==> config.mk <==
export PLATFORM = sky130hd
export DESIGN_NAME = packet_fifo_dedup_range_count_core
export DESIGN_NICKNAME = d
export VERILOG_FILES = /design/src/rtl/pfdrc_pkg.sv /design/src/rtl/packet_fifo_dedup_range_count_core.sv /design/src/rtl/pfdrc_ram.sv /design/src/rtl/pfdrc_cmp.sv
export SDC_FILE = /design/constraint.sdc
export NUM_CORES = 2
export LEC_CHECK = 0
export BUFFER_PORTS_ARGS = -buffer_cell sky130_fd_sc_hd__clkbuf_2
export CORE_ASPECT_RATIO = 1.25
export CORE_UTILIZATION = 50
export CTS_BUF_LIST = sky130_fd_sc_hd__clkbuf_16
export CTS_CLUSTER_DIAMETER = 50
export DETAILED_ROUTE_END_ITERATION = 10
export HOLD_SLACK_MARGIN = 0.05
export PLACE_DENSITY = 0.76
export SETUP_SLACK_MARGIN = 0.05
export SYNTH_ARGS = -nofsm -noshare
export SYNTH_HDL_FRONTEND = slang
export SYNTH_SLANG_ARGS = --single-unit
==> constraint.sdc <==
create_clock -name clk_i -period 12.4 [get_ports clk_i]
set_input_delay 1.24 -clock clk_i [delete_from_list [all_inputs] [get_ports clk_i]]
set_output_delay 1.24 -clock clk_i [all_outputs]
set_load 0.005 [all_outputs]
==> src/rtl/pfdrc_pkg.sv <==
// Shared types and constants of the packet FIFO with duplicate filter and range counter.
package pfdrc_pkg;

  localparam int unsigned DepthDef  = 64;
  localparam int unsigned CapW      = 7;
  localparam int unsigned CountW    = 7;
  localparam logic [CapW-1:0] CapReset = 7'd64;
  localparam int unsigned CountSat  = 127;

  typedef enum logic [1:0] {
    ReqAdd   = 2'd0,
    ReqFwd   = 2'd1,
    ReqCount = 2'd2
  } req_e;

  typedef struct packed {
    logic [15:0] src;
    logic [15:0] dst;
    logic [31:0] ts;
  } pkt_t;

  localparam int unsigned PktW = $bits(pkt_t);

endpackage

==> src/rtl/packet_fifo_dedup_range_count_core.sv <==
// Top level of the packet FIFO with duplicate filter and range counter.
//
// Requests arrive on the input channel (in_valid_i / in_stall_o) and each one
// yields exactly one result transaction on the output channel (out_valid_o /
// out_stall_i). A request is an add, a forward of the oldest packet, or a count
// of stored packets with a given destination and a timestamp inside an
// inclusive window. Packets live in one RAM that is read one entry per cycle.
// An add or a count walks every stored packet through the shared compare unit;
// a forward reads the oldest entry only, and no entry is read when the FIFO is
// empty. The RAM read port sets the pace of the walk: one entry per cycle. The
// block takes one request at a time, and a new request is accepted in the cycle
// after the result has been registered, even while that result is still
// stalled. If the receiver stalls, the result register holds its value and a
// finished request waits before updating the FIFO until the register is free.
// The user must write the capacity register through cfg_we_i / cfg_wdata_i only
// while the block is idle; the block itself does not enforce this. Reset empties
// the FIFO and sets the capacity to 64; the RAM needs no clearing, since only
// occupied entries are ever read.
module packet_fifo_dedup_range_count_core import pfdrc_pkg::*; #(
  parameter int unsigned DEPTH = DepthDef
) (
  input  logic              clk_i,
  input  logic              rst_ni,
  input  logic              cfg_we_i,
  input  logic [CapW-1:0]   cfg_wdata_i,
  input  logic              in_valid_i,
  output logic              in_stall_o,
  input  logic [1:0]        req_type_i,
  input  logic [15:0]       source_i,
  input  logic [15:0]       destination_i,
  input  logic [31:0]       timestamp_i,
  input  logic [31:0]       start_time_i,
  input  logic [31:0]       end_time_i,
  output logic              out_valid_o,
  input  logic              out_stall_i,
  output logic              accepted_o,
  output logic              fwd_valid_o,
  output logic [15:0]       out_source_o,
  output logic [15:0]       out_destination_o,
  output logic [31:0]       out_timestamp_o,
  output logic [CountW-1:0] match_count_o
);

  localparam int unsigned PtrW = $clog2(DEPTH);
  localparam int unsigned OccW = $clog2(DEPTH + 1);
  localparam int unsigned CmpW = (OccW > CapW) ? OccW : CapW;

  typedef enum logic [2:0] {
    StIdle = 3'b001,
    StScan = 3'b010,
    StDone = 3'b100
  } state_e;

  state_e state_d, state_q;

  logic [CapW-1:0] cap_q;
  logic [PtrW-1:0] head_d, head_q, tail_d, tail_q, rptr_d, rptr_q;
  logic [OccW-1:0] occ_d, occ_q, iss_d, iss_q, len_d, len_q;
  logic            rvld_d, rvld_q;
  logic            out_valid_d, out_valid_q;

  // Request held for the duration of its processing.
  logic [1:0]  op_q;
  pkt_t        key_q;
  logic [31:0] lo_q, hi_q;

  // Result register.
  logic              acc_q, fwd_q;
  pkt_t              res_pkt_q;
  logic [CountW-1:0] cnt_res_q;

  logic              in_acc, issue, load_res, full_drop, is_dup, ram_we;
  logic [CmpW-1:0]   cap_ext, eff_cap;
  logic [OccW-1:0]   hit_cnt;
  logic [CountW-1:0] cnt_sat;
  pkt_t              rdata;

  function automatic logic [PtrW-1:0] nxt(input logic [PtrW-1:0] p);
    nxt = (p == PtrW'(DEPTH - 1)) ? '0 : p + 1'b1;
  endfunction

  assign in_stall_o = (state_q != StIdle);
  assign in_acc     = in_valid_i && !in_stall_o;
  assign issue      = (state_q == StScan) && (iss_q != len_q);
  assign load_res   = (state_q == StDone) && (!out_valid_q || !out_stall_i);

  // A zero capacity acts as one; a capacity beyond the RAM acts as its depth.
  always_comb begin
    cap_ext = CmpW'(cap_q);
    if (cap_ext == '0) begin
      eff_cap = CmpW'(1);
    end else if (cap_ext > CmpW'(DEPTH)) begin
      eff_cap = CmpW'(DEPTH);
    end else begin
      eff_cap = cap_ext;
    end
  end

  assign full_drop = (CmpW'(occ_q) >= eff_cap) && (occ_q != '0);
  assign is_dup    = (hit_cnt != '0);
  assign ram_we    = load_res && (op_q == ReqAdd) && !is_dup;
  assign cnt_sat   = (CmpW'(hit_cnt) > CmpW'(CountSat)) ? CountW'(CountSat)
                                                          : CountW'(hit_cnt);

  // Sequencer: accept, stream the entries through the compare unit, then commit.
  always_comb begin
    state_d     = state_q;
    head_d      = head_q;
    tail_d      = tail_q;
    occ_d       = occ_q;
    rptr_d      = rptr_q;
    iss_d       = iss_q;
    len_d       = len_q;
    rvld_d      = issue;
    out_valid_d = out_valid_q && out_stall_i;

    unique case (state_q)
      StIdle: begin
        if (in_acc) begin
          rptr_d = head_q;
          iss_d  = '0;
          case (req_type_i) inside
            ReqAdd, ReqCount: len_d = occ_q;
            ReqFwd:           len_d = (occ_q != '0) ? OccW'(1) : '0;
            default:          len_d = '0;
          endcase
          state_d = StScan;
        end
      end
      StScan: begin
        if (issue) begin
          rptr_d = nxt(rptr_q);
          iss_d  = iss_q + 1'b1;
        end else if (!rvld_q) begin
          state_d = StDone;
        end
      end
      StDone: begin
        if (load_res) begin
          out_valid_d = 1'b1;
          state_d     = StIdle;
          case (op_q)
            ReqAdd: begin
              if (!is_dup) begin
                tail_d = nxt(tail_q);
                if (full_drop) begin
                  head_d = nxt(head_q);
                end else begin
                  occ_d = occ_q + 1'b1;
                end
              end
            end
            ReqFwd: begin
              if (occ_q != '0) begin
                head_d = nxt(head_q);
                occ_d  = occ_q - 1'b1;
              end
            end
            default: ;
          endcase
        end
      end
      default: state_d = StIdle;
    endcase
  end

  always_ff @(posedge clk_i or negedge rst_ni) begin
    if (!rst_ni) begin
      state_q     <= StIdle;
      cap_q       <= CapReset;
      head_q      <= '0;
      tail_q      <= '0;
      occ_q       <= '0;
      rptr_q      <= '0;
      iss_q       <= '0;
      len_q       <= '0;
      rvld_q      <= 1'b0;
      out_valid_q <= 1'b0;
    end else begin
      state_q     <= state_d;
      head_q      <= head_d;
      tail_q      <= tail_d;
      occ_q       <= occ_d;
      rptr_q      <= rptr_d;
      iss_q       <= iss_d;
      len_q       <= len_d;
      rvld_q      <= rvld_d;
      out_valid_q <= out_valid_d;
      if (cfg_we_i) begin
        cap_q <= cfg_wdata_i;
      end
    end
  end

  // Request capture and result register; payload only, so no reset.
  always_ff @(posedge clk_i) begin
    if (in_acc) begin
      op_q      <= req_type_i;
      key_q.src <= source_i;
      key_q.dst <= destination_i;
      key_q.ts  <= timestamp_i;
      lo_q      <= start_time_i;
      hi_q      <= end_time_i;
    end
    if (load_res) begin
      acc_q     <= (op_q == ReqAdd) && !is_dup;
      fwd_q     <= (op_q == ReqFwd) && (occ_q != '0);
      res_pkt_q <= ((op_q == ReqFwd) && (occ_q != '0)) ? rdata : '0;
      cnt_res_q <= (op_q == ReqCount) ? cnt_sat : '0;
    end
  end

  pfdrc_ram #(
    .Width (PktW),
    .Depth (DEPTH)
  ) u_ram (
    .clk_i   (clk_i),
    .we_i    (ram_we),
    .waddr_i (tail_q),
    .wdata_i (key_q),
    .re_i    (issue),
    .raddr_i (rptr_q),
    .rdata_o (rdata)
  );

  pfdrc_cmp #(
    .CntW (OccW)
  ) u_cmp (
    .clk_i   (clk_i),
    .rst_ni  (rst_ni),
    .clr_i   (in_acc),
    .en_i    (rvld_q),
    .op_i    (op_q),
    .key_i   (key_q),
    .lo_i    (lo_q),
    .hi_i    (hi_q),
    .entry_i (rdata),
    .count_o (hit_cnt)
  );

  assign out_valid_o       = out_valid_q;
  assign accepted_o        = acc_q;
  assign fwd_valid_o       = fwd_q;
  assign out_source_o      = res_pkt_q.src;
  assign out_destination_o = res_pkt_q.dst;
  assign out_timestamp_o   = res_pkt_q.ts;
  assign match_count_o     = cnt_res_q;

endmodule

==> src/rtl/pfdrc_ram.sv <==
// Generic single-write, single-read RAM with registered read data.
module pfdrc_ram import pfdrc_pkg::*; #(
  parameter int unsigned Width = PktW,
  parameter int unsigned Depth = DepthDef
) (
  input  logic                     clk_i,
  input  logic                     we_i,
  input  logic [$clog2(Depth)-1:0] waddr_i,
  input  logic [Width-1:0]         wdata_i,
  input  logic                     re_i,
  input  logic [$clog2(Depth)-1:0] raddr_i,
  output logic [Width-1:0]         rdata_o
);

  logic [Width-1:0] mem [Depth];
  logic [Width-1:0] rdata_q;

  always_ff @(posedge clk_i) begin
    if (we_i) begin
      mem[waddr_i] <= wdata_i;
    end
    if (re_i) begin
      rdata_q <= mem[raddr_i];
    end
  end

  assign rdata_o = rdata_q;

endmodule

==> src/rtl/pfdrc_cmp.sv <==
// Shared compare unit: matches one stored entry per cycle and accumulates the hits.
module pfdrc_cmp import pfdrc_pkg::*; #(
  parameter int unsigned CntW = CountW
) (
  input  logic            clk_i,
  input  logic            rst_ni,
  input  logic            clr_i,
  input  logic            en_i,
  input  logic [1:0]      op_i,
  input  pkt_t            key_i,
  input  logic [31:0]     lo_i,
  input  logic [31:0]     hi_i,
  input  pkt_t            entry_i,
  output logic [CntW-1:0] count_o
);

  logic            hit;
  logic [CntW-1:0] count_d, count_q;

  // An add looks for an exact copy; a count looks for the destination within the window.
  always_comb begin
    case (op_i)
      ReqAdd:   hit = (entry_i == key_i);
      ReqCount: hit = (entry_i.dst == key_i.dst) && (entry_i.ts >= lo_i) &&
                      (entry_i.ts <= hi_i);
      default:  hit = 1'b0;
    endcase
  end

  always_comb begin
    count_d = count_q;
    if (clr_i) begin
      count_d = '0;
    end else if (en_i && hit) begin
      count_d = count_q + 1'b1;
    end
  end

  always_ff @(posedge clk_i or negedge rst_ni) begin
    if (!rst_ni) begin
      count_q <= '0;
    end else begin
      count_q <= count_d;
    end
  end

  assign count_o = count_q;

endmodule
==> impl_metrics.toml <==
[finish]
area.sequential_um2 = 132000
fin_nets = 7606
final_core_util = 0.565
layout-drive-gt1-share = 0.319
multi_input_area_um2 = 35300
syn_to_final_growth_pct = 12.5
nFillCells = 22561

[route]
viasPerCell = 6.79
wl_per_cell_um = 38.5
wl_met1_mm = 153
met3_length_mm = 57.7
wl_met2_mm = 233
vias = 82629
wirelength_mm = 469
antenna_left = 0
drc = 0
first_iter_violations = 13323
drt_first_pass_iters = 5
routed.top_layer = "met5"

[synth]
synth_edf_count = 4363
yosysWarnings = 0
ys_seq_area_frac = 0.785
syn_nets = 7072
synth_flop_cell = "edfxtp_1"
yosysUniqueCellTypes = 58
ys_ff_latch = 4421
synth_cells = 6847
synth_area_um2 = 169000
avgSynthCellArea_um2 = 24.7
synthArstFlopShare = 0.0131

[placed_design]
routabilityCongestion = 0.821
hpwl_mm = 240
io_buffers = 216

[sta]
drv_slew = 0
setup_violations = 0
clock_skew_ps = 92.3
fin_crit_ps = 5480
rsz0062_at_grt = "no"
fin_crit_sh = 0.442
relSlewSlack = 0.00752
tightestPinTransition_ps = 1490
hold_viol_final = 0
final.setup.tns_ps = 0
clock.fmax_ghz = 0.183

[clock_network]
cts_made_buffers = 416
clk_pin_slew_ps = 70
cts_num_sinks = 4421
hold_buffers = 0
root_buffer = "clkbuf_16"
cts_tree = "done"
h-tree-depth = 5
clk_latency_ps = 960
post_cts_buffers = 0
cts_resized = 0
clk_path_buf_depth = 4

[pwr]
power.total_mw = 28.8
ir_worst_vdd_mv = 0.121
leakagePower_nw = 61.4
power.density_nw_per_um2 = 152

[setup_path]
cp.arrival_ps = 5980
required_ps = 12900
endpoint_kind = "register"
crit_type = "reg2reg"
r2r_start = "op_q[0]$_DFFE_PP_"
reg2reg_to = "u_ram.mem[51][24]$_DFFE_PP_"
critical_path_peak_fanout = 42
cp-start-kind = "register"
reg2reg_slack_ps = 6920
r2r_cells = 7

[global_routing]
track_usage = 0.276
grt_pass1_wl_mm = 652
gr-total-overflow = 0
antenna_found_initial = 39
grt_max_degree = 142
grt_pass1_vias = 83710

[floorplanning]
core_um2 = 336000
die_w_um = 522
die_area_um2 = 340000
start_util = 0.502
fp-row-count = 238
pin_count = 217
fp.dieH_um = 652

[outcome]
status = "finished, final reports clean"

[hold_path]
worstHoldPathType = "in2async"

[job]
cap_violations = 0
==> worst max-delay path: stages (launching register included) <==
cell and delay [ps]:
edfxtp_1 530, nor2_1 450, and4b_1 500, nand2_1 220
nor2_1 630, nand3_1 800, nor2_4 990, buf_4 760
==> where the power goes <==
part	leakage [nW]	internal, mW	switching [mW]
Clock	6.83	6.95	5.64
Sequential	39.9	16.2	0.00164
Combinational	14.7	0.0212	0.0174
Total	61.4	23.1	5.66
==> logic make-up (layout without fill, tap and decap cells) <==
kind of cell             Yosys count  after routing  share of synthesized area
AND/OR/NAND/NOR                  377            377                     0.0111
flip-flops                      4421           4421                      0.785
other                              0             12                          0
adder cells (fa/ha/maj)           83             83                    0.00620
AO/OA/AOI/OAI                    108            108                    0.00411
multiplexers                    1358           1358                      0.180
XOR/XNOR                          89             89                    0.00462
buffers and inverters            411           1279                    0.00920
==> final cells by class <==
| class | count | area share |
|---|---|---|
| diodes | 12 | 0.000158 |
| clock buffers | 422 | 0.0556 |
| clock inverters | 330 | 0.0142 |
| inverters | 80 | 0.00163 |
| multi-input cells | 2015 | 0.186 |
| flip-flops and latches | 4421 | 0.697 |
| well taps | 4440 | 0.0292 |
| repair buffers | 447 | 0.0158 |
==> stage by stage <==
step,cells,hold slack [ps],worst slack (ps),cell area [µm²]
after floorplan,6847,458,3110,169000
after global placement,11402,483,6710,177000
after detailed placement,11402,482,6710,177000
after CTS,12154,417,7160,190000
after global routing,12156,440,6850,190000
final,12167,448,6920,190000
==> Yosys cell counts, types with 3 or more instances <==
| master | count | area share |
|---|---|---|
| nand2_1 | 80 | 0.0018 |
| buf_2 | 6 | 0.00018 |
| mux4_2 | 1344 | 0.18 |
| o21ai_0 | 16 | 0.00047 |
| mux2_2 | 7 | 0.00047 |
| nand3b_1 | 9 | 0.00040 |
| o31ai_1 | 3 | 0.00013 |
| inv_1 | 79 | 0.0018 |
| edfxtp_1 | 4363 | 0.78 |
| a221o_1 | 4 | 0.00024 |
| nor4_1 | 19 | 0.00070 |
| a21o_1 | 8 | 0.00036 |
| or4_1 | 3 | 0.00013 |
| nor2b_1 | 5 | 0.00019 |
| nor3_1 | 9 | 0.00027 |
| nand3_1 | 21 | 0.00062 |
| clkbuf_1 | 226 | 0.0050 |
| nor2_1 | 106 | 0.0024 |
| ha_1 | 82 | 0.0061 |
| xnor2_1 | 29 | 0.0015 |
| a31oi_1 | 4 | 0.00015 |
| dfrtp_1 | 56 | 0.0083 |
| mux2i_1 | 5 | 0.00030 |
| o21ai_1 | 9 | 0.00027 |
| nand4_1 | 28 | 0.0010 |
| xor2_1 | 60 | 0.0031 |
| and2_1 | 8 | 0.00030 |
| buf_1 | 98 | 0.0022 |
| and3_1 | 72 | 0.0027 |
| a21oi_1 | 42 | 0.0012 |
| nand2b_1 | 9 | 0.00033 |
==> routing by layer <==
| metal | global-route usage | vias up |
|---|---|---|
| met5 | 0 | - |
| met4 | 0.130 | 26 |
| met3 | 0.0692 | 1218 |
| met2 | 0.456 | 7040 |
| met1 | 0.344 | 43739 |
| li1 | - | 30606 |
==> how the worst max path moves through the flow <==
stage                       from  slack (ps)  cells after the start                           to
2_1_floorplan        out_stall_i        3110                      5   u_ram.mem[51][0]$_DFFE_PP_
3_3_place_gp         out_stall_i        6710                      8  u_ram.mem[51][29]$_DFFE_PP_
3_5_place_dp         out_stall_i        6710                      8  u_ram.mem[51][24]$_DFFE_PP_
4_1_cts        op_q[0]$_DFFE_PP_        7160                      7  u_ram.mem[51][21]$_DFFE_PP_
5_1_grt        op_q[0]$_DFFE_PP_        6850                      7  u_ram.mem[51][21]$_DFFE_PP_
6_report       op_q[0]$_DFFE_PP_        6920                      7  u_ram.mem[51][24]$_DFFE_PP_
==> sequential cells by signal, indices dropped and copies added (netlist names) <==
signal and cells:
u_ram.rdata_o 64, head_q 6, key_q 64, len_q 7, out_destination_o 16, iss_q 7
op_q 2, out_source_o 16, occ_q 7, cap_ext 7, state_q 3, tail_q 6
accepted_o 1, hi_q 32, out_timestamp_o 32, match_count_o 7, out_valid_o 1, rvld_q 1
fwd_valid_o 1, lo_q 32, u_ram.mem 4096, u_cmp.count_o 7, rptr_q 6
==> layout by cell type, fill, tap and decap left out, drive strengths merged, types with 21 or more instances in the layout <==
| cell type | netlist | routed |
|---|---|---|
| inv | 79 | 193 |
| o21ai | 25 | 25 |
| nand4 | 28 | 28 |
| mux4 | 1344 | 1344 |
| a21oi | 42 | 42 |
| buf | 105 | 231 |
| nand2 | 80 | 80 |
| dfrtp | 56 | 56 |
| nand3 | 21 | 21 |
| nor2 | 106 | 106 |
| ha | 82 | 82 |
| bufinv | 0 | 36 |
| xor2 | 60 | 60 |
| edfxtp | 4363 | 4363 |
| clkbuf | 226 | 638 |
| clkinv | 1 | 164 |
| and3 | 72 | 72 |
| xnor2 | 29 | 29 |
(Power assumes the default switching activity.)
